<file path="config.mk">
export PLATFORM = sky130hd
export DESIGN_NAME = dns_response_a_record_extractor
export DESIGN_NICKNAME = d
export VERILOG_FILES = /design/src/dnsa_pkg.sv /design/src/dnsa_in_stage.sv /design/src/dnsa_parser.sv /design/src/dnsa_out_stage.sv /design/src/dns_response_a_record_extractor.sv
export SDC_FILE = /design/constraint.sdc
export NUM_CORES = 1
export LEC_CHECK = 0
export BUFFER_PORTS_ARGS = -buffer_cell sky130_fd_sc_hd__buf_4
export CORE_AREA = 2 2 144 146
export CTS_CLUSTER_SIZE = 24
export DETAILED_ROUTE_END_ITERATION = 8
export DIE_AREA = 0 0 146 148
export PLACE_DENSITY = 0.86
export SLEW_MARGIN = 40
export SYNTH_ARGS = -nofsm -noshare
export SYNTH_HDL_FRONTEND = slang
export SYNTH_SLANG_ARGS = --single-unit
export TNS_END_PERCENT = 20
</file>
<file path="constraint.sdc">
create_clock -name i_clk -period 7.33 [get_ports i_clk]
set_input_delay 0.3665 -clock i_clk [delete_from_list [all_inputs] [get_ports i_clk]]
set_output_delay 0.3665 -clock i_clk [all_outputs]
set_load 0.01 [all_outputs]
</file>
<file path="src/dnsa_pkg.sv">
package dnsa_pkg;

    // Bytes at this position and later are ignored until the last byte.
    localparam int MAX_PACKET_BYTES = 512;
    localparam int CNT_W = $clog2(MAX_PACKET_BYTES + 1);

    // Header byte positions.
    localparam logic [CNT_W-1:0] HDR_ID_HI  = CNT_W'(0);
    localparam logic [CNT_W-1:0] HDR_ID_LO  = CNT_W'(1);
    localparam logic [CNT_W-1:0] HDR_QD_HI  = CNT_W'(4);
    localparam logic [CNT_W-1:0] HDR_QD_LO  = CNT_W'(5);
    localparam logic [CNT_W-1:0] HDR_AN_HI  = CNT_W'(6);
    localparam logic [CNT_W-1:0] HDR_AN_LO  = CNT_W'(7);
    localparam logic [CNT_W-1:0] HDR_LAST   = CNT_W'(11);
    localparam logic [CNT_W-1:0] CNT_LIMIT  = CNT_W'(MAX_PACKET_BYTES);

    // Answer record header byte positions.
    localparam logic [3:0] REC_TYPE_HI = 4'd2;
    localparam logic [3:0] REC_TYPE_LO = 4'd3;
    localparam logic [3:0] REC_LEN_HI  = 4'd10;
    localparam logic [3:0] REC_LEN_LO  = 4'd11;
    localparam logic [3:0] REC_HDR_LEN = 4'd12;
    localparam logic [3:0] ADDR_BYTES  = 4'd4;

    // Name compression pointer marker and fixed question tail length.
    localparam logic [7:0]  PTR_MASK   = 8'hC0;
    localparam logic [15:0] QFIXED_LEN = 16'd4;
    localparam logic [15:0] TYPE_A     = 16'd1;
    localparam logic [15:0] A_RDLEN    = 16'd4;

    typedef enum logic [3:0] {
        PH_HEADER = 4'd0,
        PH_QNAME  = 4'd1,
        PH_QLABEL = 4'd2,
        PH_QPTR   = 4'd3,
        PH_QFIXED = 4'd4,
        PH_AHDR   = 4'd5,
        PH_ADDR   = 4'd6,
        PH_RSKIP  = 4'd7,
        PH_DONE   = 4'd8
    } t_phase;

    typedef enum logic [2:0] {
        ST_FOUND = 3'd0,
        ST_SHORT = 3'd1,
        ST_NOANS = 3'd2,
        ST_TRUNC = 3'd3,
        ST_NOA   = 3'd4
    } t_status;

    typedef struct packed {
        logic [7:0] data_byte;
        logic       last_byte;
    } t_in_item;

    typedef struct packed {
        logic [2:0]  status;
        logic        found;
        logic [31:0] address;
        logic [15:0] transaction_id;
    } t_out_item;

endpackage

</file>
<file path="src/dnsa_in_stage.sv">
module dnsa_in_stage
    import dnsa_pkg::*;
(
    input  logic     i_clk,
    input  logic     i_rst_n,
    input  logic     i_valid,
    output logic     o_ready,
    input  t_in_item i_item,
    input  logic     i_out_free,
    output logic     o_take,
    output t_in_item o_item
);

    logic     r_valid;
    t_in_item r_item;

    // A non-final byte never waits; the final byte needs room for its result.
    assign o_take  = r_valid && (!r_item.last_byte || i_out_free);
    assign o_ready = !r_valid || o_take;
    assign o_item  = r_item;

    // Valid flag of the input register.
    always_ff @(posedge i_clk) begin
        if (!i_rst_n) begin
            r_valid <= 1'b0;
        end else if (o_ready) begin
            r_valid <= i_valid;
        end
    end

    // Payload of the input register.
    always_ff @(posedge i_clk) begin
        if (o_ready && i_valid) begin
            r_item <= i_item;
        end
    end

endmodule

</file>
<file path="src/dnsa_parser.sv">
module dnsa_parser
    import dnsa_pkg::*;
(
    input  logic      i_clk,
    input  logic      i_rst_n,
    input  logic      i_take,
    input  t_in_item  i_item,
    output logic      o_res_valid,
    output t_out_item o_res
);

    t_phase           r_phase, n_phase;
    logic [CNT_W-1:0] r_byte_count, n_byte_count;
    logic [15:0]      r_questions_left, n_questions_left;
    logic [15:0]      r_answers_left, n_answers_left;
    logic [15:0]      r_skip_left, n_skip_left;
    logic [3:0]       r_field_index, n_field_index;
    logic [15:0]      r_record_type, n_record_type;
    logic [15:0]      r_record_length, n_record_length;
    logic [31:0]      r_address_hold, n_address_hold;
    logic [15:0]      r_id_hold, n_id_hold;
    t_status          r_result_code, n_result_code;

    // Parse state after the current byte, before any end-of-packet clear.
    t_phase           p_phase;
    logic [15:0]      p_questions_left;
    logic [15:0]      p_answers_left;
    logic [15:0]      p_skip_left;
    logic [3:0]       p_field_index;
    logic [15:0]      p_record_type;
    logic [15:0]      p_record_length;
    logic [31:0]      p_address_hold;
    logic [15:0]      p_id_hold;
    t_status          p_result_code;
    t_status          close_status;
    logic [7:0]       b;
    logic [15:0]      q_dec;
    logic [3:0]       f_inc;

    assign b = i_item.data_byte;

    // Per-byte parser step.
    always_comb begin
        p_phase          = r_phase;
        p_questions_left = r_questions_left;
        p_answers_left   = r_answers_left;
        p_skip_left      = r_skip_left;
        p_field_index    = r_field_index;
        p_record_type    = r_record_type;
        p_record_length  = r_record_length;
        p_address_hold   = r_address_hold;
        p_id_hold        = r_id_hold;
        p_result_code    = r_result_code;
        q_dec            = r_questions_left - 16'd1;
        f_inc            = r_field_index + 4'd1;
        n_byte_count     = r_byte_count;

        if (r_byte_count < CNT_LIMIT) begin
            n_byte_count = r_byte_count + CNT_W'(1);
            case (r_phase)
                PH_HEADER: begin
                    if (r_byte_count == HDR_ID_HI) begin
                        p_id_hold = {b, 8'h00};
                    end else if (r_byte_count == HDR_ID_LO) begin
                        p_id_hold = {r_id_hold[15:8], b};
                    end else if (r_byte_count == HDR_QD_HI) begin
                        p_questions_left = {b, 8'h00};
                    end else if (r_byte_count == HDR_QD_LO) begin
                        p_questions_left = {r_questions_left[15:8], b};
                    end else if (r_byte_count == HDR_AN_HI) begin
                        p_answers_left = {b, 8'h00};
                    end else if (r_byte_count == HDR_AN_LO) begin
                        p_answers_left = {r_answers_left[15:8], b};
                    end
                    if (r_byte_count == HDR_LAST) begin
                        if (r_answers_left == 16'd0) begin
                            p_phase       = PH_DONE;
                            p_result_code = ST_NOANS;
                        end else if (r_questions_left == 16'd0) begin
                            p_phase       = PH_AHDR;
                            p_field_index = 4'd0;
                        end else begin
                            p_phase = PH_QNAME;
                        end
                    end
                end
                PH_QNAME: begin
                    if (b == 8'd0) begin
                        p_phase     = PH_QFIXED;
                        p_skip_left = QFIXED_LEN;
                    end else if ((b & PTR_MASK) == PTR_MASK) begin
                        p_phase = PH_QPTR;
                    end else begin
                        p_phase     = PH_QLABEL;
                        p_skip_left = {8'h00, b};
                    end
                end
                PH_QLABEL: begin
                    p_skip_left = r_skip_left - 16'd1;
                    if (p_skip_left == 16'd0) begin
                        p_phase = PH_QNAME;
                    end
                end
                PH_QPTR: begin
                    p_phase     = PH_QFIXED;
                    p_skip_left = QFIXED_LEN;
                end
                PH_QFIXED: begin
                    p_skip_left = r_skip_left - 16'd1;
                    if (p_skip_left == 16'd0) begin
                        p_questions_left = q_dec;
                        if (q_dec == 16'd0) begin
                            p_phase       = PH_AHDR;
                            p_field_index = 4'd0;
                        end else begin
                            p_phase = PH_QNAME;
                        end
                    end
                end
                PH_AHDR: begin
                    if (r_field_index == REC_TYPE_HI) begin
                        p_record_type = {b, 8'h00};
                    end else if (r_field_index == REC_TYPE_LO) begin
                        p_record_type = {r_record_type[15:8], b};
                    end else if (r_field_index == REC_LEN_HI) begin
                        p_record_length = {b, 8'h00};
                    end else if (r_field_index == REC_LEN_LO) begin
                        p_record_length = {r_record_length[15:8], b};
                    end
                    p_field_index = f_inc;
                    if (f_inc == REC_HDR_LEN) begin
                        p_answers_left = r_answers_left - 16'd1;
                        if (p_record_type == TYPE_A && p_record_length == A_RDLEN) begin
                            p_phase        = PH_ADDR;
                            p_field_index  = 4'd0;
                            p_address_hold = 32'd0;
                        end else if (p_answers_left == 16'd0) begin
                            p_phase       = PH_DONE;
                            p_result_code = ST_NOA;
                        end else if (p_record_length == 16'd0) begin
                            p_field_index = 4'd0;
                        end else begin
                            p_phase     = PH_RSKIP;
                            p_skip_left = p_record_length;
                        end
                    end
                end
                PH_ADDR: begin
                    p_address_hold = {r_address_hold[23:0], b};
                    p_field_index  = f_inc;
                    if (f_inc == ADDR_BYTES) begin
                        p_phase       = PH_DONE;
                        p_result_code = ST_FOUND;
                    end
                end
                PH_RSKIP: begin
                    p_skip_left = r_skip_left - 16'd1;
                    if (p_skip_left == 16'd0) begin
                        p_phase       = PH_AHDR;
                        p_field_index = 4'd0;
                    end
                end
                default: begin
                end
            endcase
        end
    end

    // Status reported when the packet closes.
    always_comb begin
        case (p_phase)
            PH_DONE:   close_status = p_result_code;
            PH_HEADER: close_status = ST_SHORT;
            PH_ADDR,
            PH_RSKIP:  close_status = (p_answers_left != 16'd0) ? ST_TRUNC : ST_NOA;
            default:   close_status = ST_TRUNC;
        endcase
    end

    // Result of a closing byte.
    assign o_res_valid          = i_take && i_item.last_byte;
    assign o_res.status         = close_status;
    assign o_res.found          = (close_status == ST_FOUND) && (p_address_hold != 32'd0);
    assign o_res.address        = (close_status == ST_FOUND) ? p_address_hold : 32'd0;
    assign o_res.transaction_id = p_id_hold;

    // Next register values: the last byte returns everything to reset.
    always_comb begin
        if (i_item.last_byte) begin
            n_phase          = PH_HEADER;
            n_questions_left = 16'd0;
            n_answers_left   = 16'd0;
            n_skip_left      = 16'd0;
            n_field_index    = 4'd0;
            n_record_type    = 16'd0;
            n_record_length  = 16'd0;
            n_address_hold   = 32'd0;
            n_id_hold        = 16'd0;
            n_result_code    = ST_FOUND;
        end else begin
            n_phase          = p_phase;
            n_questions_left = p_questions_left;
            n_answers_left   = p_answers_left;
            n_skip_left      = p_skip_left;
            n_field_index    = p_field_index;
            n_record_type    = p_record_type;
            n_record_length  = p_record_length;
            n_address_hold   = p_address_hold;
            n_id_hold        = p_id_hold;
            n_result_code    = p_result_code;
        end
    end

    // Parser state registers.
    always_ff @(posedge i_clk) begin
        if (!i_rst_n) begin
            r_phase          <= PH_HEADER;
            r_byte_count     <= '0;
            r_questions_left <= 16'd0;
            r_answers_left   <= 16'd0;
            r_skip_left      <= 16'd0;
            r_field_index    <= 4'd0;
            r_record_type    <= 16'd0;
            r_record_length  <= 16'd0;
            r_address_hold   <= 32'd0;
            r_id_hold        <= 16'd0;
            r_result_code    <= ST_FOUND;
        end else if (i_take) begin
            r_phase          <= n_phase;
            r_byte_count     <= i_item.last_byte ? '0 : n_byte_count;
            r_questions_left <= n_questions_left;
            r_answers_left   <= n_answers_left;
            r_skip_left      <= n_skip_left;
            r_field_index    <= n_field_index;
            r_record_type    <= n_record_type;
            r_record_length  <= n_record_length;
            r_address_hold   <= n_address_hold;
            r_id_hold        <= n_id_hold;
            r_result_code    <= n_result_code;
        end
    end

endmodule

</file>
<file path="src/dnsa_out_stage.sv">
module dnsa_out_stage
    import dnsa_pkg::*;
(
    input  logic      i_clk,
    input  logic      i_rst_n,
    input  logic      i_res_valid,
    input  t_out_item i_res,
    output logic      o_free,
    output logic      o_valid,
    input  logic      i_ready,
    output t_out_item o_item
);

    logic      r_valid;
    t_out_item r_item;

    // The register can take a new result when empty or being drained.
    assign o_free  = !r_valid || i_ready;
    assign o_valid = r_valid;
    assign o_item  = r_item;

    // Valid flag of the result register.
    always_ff @(posedge i_clk) begin
        if (!i_rst_n) begin
            r_valid <= 1'b0;
        end else if (o_free) begin
            r_valid <= i_res_valid;
        end
    end

    // Payload of the result register.
    always_ff @(posedge i_clk) begin
        if (o_free && i_res_valid) begin
            r_item <= i_res;
        end
    end

endmodule

</file>
<file path="src/dns_response_a_record_extractor.sv">
// DNS response A-record extractor.
// The input channel (i_in_valid, o_in_ready, i_in_item) carries one packet
// byte per item, with last_byte set on the final byte of a packet. The output
// channel (o_out_valid, i_out_ready, o_out_item) carries one result item per
// packet: status, found flag, IPv4 address and transaction id.
// Each byte is registered, parsed by single-pass logic, and the result of the
// final byte lands in an output register. One byte is taken every cycle
// unless a final byte waits for the output register; the rate is set by the
// input register feeding the parser in a single step.
// While the receiver stalls, non-final bytes keep flowing into the parser.
// A final byte waits in the input register until the output register is free,
// and the input then stalls behind it.
// Bytes at or beyond the packet capacity are ignored until the final byte.
// Reset empties both registers and returns the parser to the start of the
// header; after each final byte the parser also returns to that state.
module dns_response_a_record_extractor
    import dnsa_pkg::*;
(
    input  logic      i_clk,
    input  logic      i_rst_n,
    input  logic      i_in_valid,
    output logic      o_in_ready,
    input  t_in_item  i_in_item,
    output logic      o_out_valid,
    input  logic      i_out_ready,
    output t_out_item o_out_item
);

    logic      out_free;
    logic      take;
    t_in_item  cur_item;
    logic      res_valid;
    t_out_item res;

    // Input register.
    dnsa_in_stage u_in_stage (
        .i_clk      (i_clk),
        .i_rst_n    (i_rst_n),
        .i_valid    (i_in_valid),
        .o_ready    (o_in_ready),
        .i_item     (i_in_item),
        .i_out_free (out_free),
        .o_take     (take),
        .o_item     (cur_item)
    );

    // Byte parser.
    dnsa_parser u_parser (
        .i_clk       (i_clk),
        .i_rst_n     (i_rst_n),
        .i_take      (take),
        .i_item      (cur_item),
        .o_res_valid (res_valid),
        .o_res       (res)
    );

    // Result register.
    dnsa_out_stage u_out_stage (
        .i_clk       (i_clk),
        .i_rst_n     (i_rst_n),
        .i_res_valid (res_valid),
        .i_res       (res),
        .o_free      (out_free),
        .o_valid     (o_out_valid),
        .i_ready     (i_out_ready),
        .o_item      (o_out_item)
    );

endmodule

</file>
==> impl_metrics.toml, run 1 <==
[run_status]
status = "completed"

[detailed_routing]
vias = 10800
drt-initial-drc-count = 1230
wl_per_cell_um = 20.8
drt-pass1-iter-count = 8
antenna_left = 0
drc_errors = 0
via_per_inst = 6.70
wl_um = 33500

[yosys]
synth-compound-area-share = 0.226
async_reset_ff_frac = 0
ys_types = 91
synth-xor-area-share = 0.0200
syn_area_per_cell_um2 = 8.92
yosysSeqAreaShare = 0.410
synth_top_area_cell = "dfxtp_1"
synth_edf_count = 61
synth_warnings = 0
synth_seq_cells = 212
synth_adder_area_share = 0.0127
synth_area_mm2 = 0.0118
netlist_instances = 1328
synth_top_area_share = 0.255
synthTopCellsByCount = "dfxtp_1, nand2_1, a22oi_1"
synth_nets = 1353
yosysMostFrequentCell = "dfxtp_1"
synthSimpleGateAreaFrac = 0.266
synth_top_family_by_area = "simple AND/OR/NAND/NOR gates"
ys_top_cells_by_area = "dfxtp_1, edfxtp_1, a22oi_1, nand2_1, nor2b_1"
synthFlopType = "dfxtp_1"
synthMuxAreaShare = 0.0170

[floorplanning]
core_area_mm2 = 0.0200
die_h_um = 148
rows = 52
pin_count = 67
dieArea_mm2 = 0.0216
dieWidth_um = 146
initial_core_util = 0.591

[sta]
max_freq_ghz = 0.241
rsz0062_at_grt = "false"
fin_tns_setup_ps = 0
fin_crit_ps = 4140
hold_viol = 0
finalCritPeriodShare = 0.565
max_slew_margin = 0.450
worstMarginPinSlew_ps = 817
drv_slew = 0
finalWorstSetupSlack_ps = 3190
fin_skew_ps = 13.9
setup_viol = 0

[global_routing]
first_global_vias = 10300
antenna_found_initial = 0
grt_max_degree = 96
grt-ovfl-total = 0
grt_usage = 0.301
grt_pass1_wl_um = 53700

[clock_tree]
cts-root-buf = "clkbuf_16"
worstSkewPairLatency_ps = 510
htree_num_levels = 1
cts_buffers = 22
cts_num_sinks = 212
cts_resized = 0
post_cts_buffers = 0
path_clk_slew_ps = 60
clock_path_buffers = 3
holdBufCountCts = 0
cts_tree = "yes"

[layout]
multi_input_area_mm2 = 0.00647
n_antenna_cell = 0
regArea_mm2 = 0.00485
syn_to_final_growth_pct = 10.5
drive_above_1_share = 0.141
nets = 1355
fillers = 1642

[placed_design]
numPortBuffers = 66
pre_cts_ws_ps = 2800
place.gp.congestion = 1.03
detailed_place_hpwl_um = 22000

[power_and_ir_drop]
vdd_drop_max_uv = 182
power_density_mw_per_mm2 = 192
p_leak_nw = 4.54

[hold_path]
hold_path.class = "input pin to flop"

[critical_path]
cp_max_fo = 33
crit_arrival_ps = 4500
crit_type = "flop to flop"
crit_path_start_kind = "flop"
end_kind = "flop"
required_ps = 7690

[job]
drv_cap = 0
[registers in the layout (all words and copies together) (netlist names)]
register                   count
u_in_stage.o_item              9
u_in_stage.r_valid             1
u_out_stage.o_item            52
u_out_stage.o_valid            1
u_parser.r_address_hold       32
u_parser.r_answers_left       16
u_parser.r_byte_count         10
u_parser.r_field_index         4
u_parser.r_id_hold            16
u_parser.r_phase               4
u_parser.r_questions_left     16
u_parser.r_record_length      16
u_parser.r_record_type        16
u_parser.r_result_code         3
u_parser.r_skip_left          16
[where the power goes]
part	switching, W	internal (W)
clock	0.000462	0.000613
sequential	0.0000139	0.00122
combinational	0.000134	0.0000699
[cells by family (layout without fill, tap and decap cells)]
kind of cell	after synthesis	after routing
buffers and inverters	133	150
DFF	212	212
muxes	19	19
and+or+nand+nor	549	549
AOI/OAI and AO/OA	376	376
adders and majority gates	12	12
xor gates and xnor gates	27	27
[placed cells by master, fill, tap and decap left out, drive strengths merged, types with 33 or more instances in the layout]
master  instances
a22oi          99
dfxtp         151
edfxtp         61
nor3           40
o21ai          69
clkbuf         33
nand2         117
nor2          118
a22o           41
nor2b          62
a21oi          43
buf            85
nand3          49
[routing by layer]
layer,track usage,routed length (um)
met1,0.400,13700
met2,0.488,15400
met3,0.0466,3010
met4,0.138,1510
met5,0,0
[through the flow]
stage / utilization / power [W] / instance area [um2] / hold slack (ps) / cells
after floorplan: - / 0.00139 / 11800 / 432 / 1328
after global placement: 0.617 / 0.00145 / 12400 / 450 / 1576
after detailed placement: 0.618 / 0.00146 / 12400 / 452 / 1576
after CTS: 0.652 / 0.00252 / 13100 / 15.3 / 1615
after global routing: 0.653 / 0.00258 / 13100 / 17.6 / 1615
final: 0.653 / 0.00251 / 13100 / 23.5 / 1615
[cell type report]
class,count,area share
clock buffer,33,0.0468
clock inverter,6,0.00507
inverter,26,0.00746
multi-input combinational,983,0.495
sequential,212,0.371
tap,270,0.0258
timing repair buffer,85,0.0493
[path summary, 6_finish.rpt]
| kind | from | end | slack [ps] | cells after the start |
|---|---|---|---|---|
| setup / recovery | u_parser.r_phase[0] | u_out_stage.o_item[31] | 3190 | 9 |
| hold / removal | i_in_item[5] | u_in_stage.o_item[5] | 20 | 1 |
| setup reg to reg | u_parser.r_phase[0] | u_out_stage.o_item[31] | 3190 | 9 |
| hold reg to reg | u_parser.r_result_code[0] | u_parser.r_result_code[0] | 460 | 2 |
[worst max-delay path, stage by stage, from the launching register on]
cell and delay [ps]:
dfxtp_1 800, nand4bb_2 610, nor2_1 530, o21a_1 180, nand4_1 90, a211oi_1 540, o22ai_1 160, or4_2 560
buf_6 310, a21oi_1 190
No activity file was read; power rests on OpenSTA's default activity.
==> run 2, diff against run 1 <==
- clock period: 7.33 -> 4.3 ns (I/O delays scaled with it)
==> impl_metrics.toml, run 2 (synthesized netlist as in run 1, its figures left out) <==
[run_status]
status = "completed"

[sta]
setup_viol = 0
rsz0062_at_grt = "false"
drv_slew = 0
max_freq_ghz = 0.256
fin_crit_ps = 3910
finalCritPeriodShare = 0.909
hold_viol = 0
fin_skew_ps = 21.0
fin_tns_setup_ps = 0
max_slew_margin = 0.490
worstMarginPinSlew_ps = 764

[power_and_ir_drop]
p_leak_nw = 4.76
power_density_mw_per_mm2 = 337
intPower_w = 0.00347
combPwrFrac = 0.078
vdd_drop_max_uv = 302
clockPowerShare = 0.458
p_sw_w = 0.00109
power.share.sequential = 0.464
swShare = 0.239

[critical_path]
critPathMaxStageDelay_ps = 720
cp_common_cell = "a21oi_1"
required_ps = 4660
crit_path_start_kind = "flop"
worstPathCellList = "ha_1, nor2_1, or2_0, a22o_1, nor4b_4, o2bb2ai_2, a221oi_2, a21oi_1, or4_2, buf_12, a21oi_1"
crit_type = "flop to flop"
cp_slowest_cell = "or4_2"
crit_arrival_ps = 4270
end_kind = "flop"
cp_max_fo = 33

[global_routing]
antenna_found_initial = 0
grt_usage = 0.318
grt_max_degree = 94
first_global_vias = 10400
grt_pass1_wl_um = 55700
grt-ovfl-total = 0

[floorplanning]
dieArea_mm2 = 0.0216
pin_count = 67
die_h_um = 148
core_area_mm2 = 0.0200
dieWidth_um = 146
initial_core_util = 0.591
rows = 52

[detailed_routing]
wl_um = 35300
wl_per_cell_um = 21.3
drt-initial-drc-count = 1171
drt-pass1-iter-count = 5
drc_errors = 0
vias = 11100
via_per_inst = 6.71
antenna_left = 0

[layout]
syn_to_final_growth_pct = 14.1
n_antenna_cell = 0
final_common_cell = "dfxtp_1"
largest_reg_flops = 52
instances_no_fill = 1656
nets = 1393
drive_above_1_share = 0.158
postLayoutCoreUtil = 0.675
final_cell_mix = "dfxtp_1, nand2_1, buf_4, a22oi_1, nor2_1"

[clock_tree]
post_cts_buffers = 0
htree_num_levels = 1
holdBufCountCts = 11
cts_num_sinks = 212
cts_buffers = 24
path_clk_slew_ps = 60
cts-root-buf = "clkbuf_16"
cts_tree = "yes"
cts_resized = 0
worstSkewPairLatency_ps = 530
clock_path_buffers = 3

[placed_design]
dp.cells = 1601
place.gp.congestion = 0.997
numPortBuffers = 66
detailed_place_hpwl_um = 24000

[job]
drv_cap = 0

[hold_path]
hold_path.class = "input pin to flop"
==> run 2: cell types whose count changed in the layout (fill, tap and decap cells not counted), sizes merged <==
| cell | change |
|---|---|
| clkbuf | -1 |
| clkinvlp | +3 |
| bufinv | +1 |
| inv | +2 |
| buf | +25 |
| dlygate4sd3 | +11 |
==> run 2: worst max-delay path, delay by kind of cell, from the launching register on <==
| kind | cells | cell delay [ps] |
|---|---|---|
| compound gates | 5 | 1040 |
| fa+ha+maj | 1 | 420 |
| buf+inv | 1 | 260 |
| flops | 1 | 400 |
| simple gates | 4 | 1620 |
==> run 2: stage by stage <==
stage,setup slack (ps),power (W),cell area [um2],hold slack (ps)
after floorplan,714,0.00237,11800,314
after global placement,573,0.00249,12600,395
after detailed placement,517,0.00249,12600,395
after CTS,487,0.00457,13500,193
after global routing,171,0.00468,13500,230
final,393,0.00456,13500,217
==> run 2: cell type report <==
cell class | count | area, um2
Sequential cell | 212 | 4850
Timing Repair Buffer | 121 | 952
Inverter | 26 | 97.6
Fill cell | 1590 | 6520
Multi-Input combinational cell | 983 | 6460
Clock buffer | 32 | 693
Tap cell | 270 | 338
Clock inverter | 12 | 123
==> run 2: power groups by stage <==
stage	clock, W	sequential (W)	combinational (W)
2_1_floorplan	0	0.00215	0.000223
3_3_place_gp	0	0.00216	0.000332
3_5_place_dp	0	0.00216	0.000337
4_1_cts	0.00211	0.00211	0.000347
5_1_grt	0.00218	0.00212	0.000379
6_report	0.00209	0.00212	0.000356
==> run 2: per-layer routing <==
metal | vias up | share of wire | GRT usage
li1 | 5060 | - | -
met1 | 5285 | 0.40 | 0.421
met2 | 628 | 0.45 | 0.510
met3 | 141 | 0.097 | 0.0568
met4 | 0 | 0.048 | 0.145
met5 | - | 0 | 0
==> run 2: worst paths after layout <==
| check | from | end | slack, ps | cells after the start |
|---|---|---|---|---|
| max | u_parser.r_field_index[1] | u_out_stage.o_item[48] | 390 | 11 |
| min | i_rst_n | u_parser.r_questions_left[7] | 220 | 3 |
| max reg2reg | u_parser.r_field_index[1] | u_out_stage.o_item[48] | 390 | 11 |
| min reg2reg | u_parser.r_result_code[0] | u_parser.r_result_code[0] | 470 | 2 |
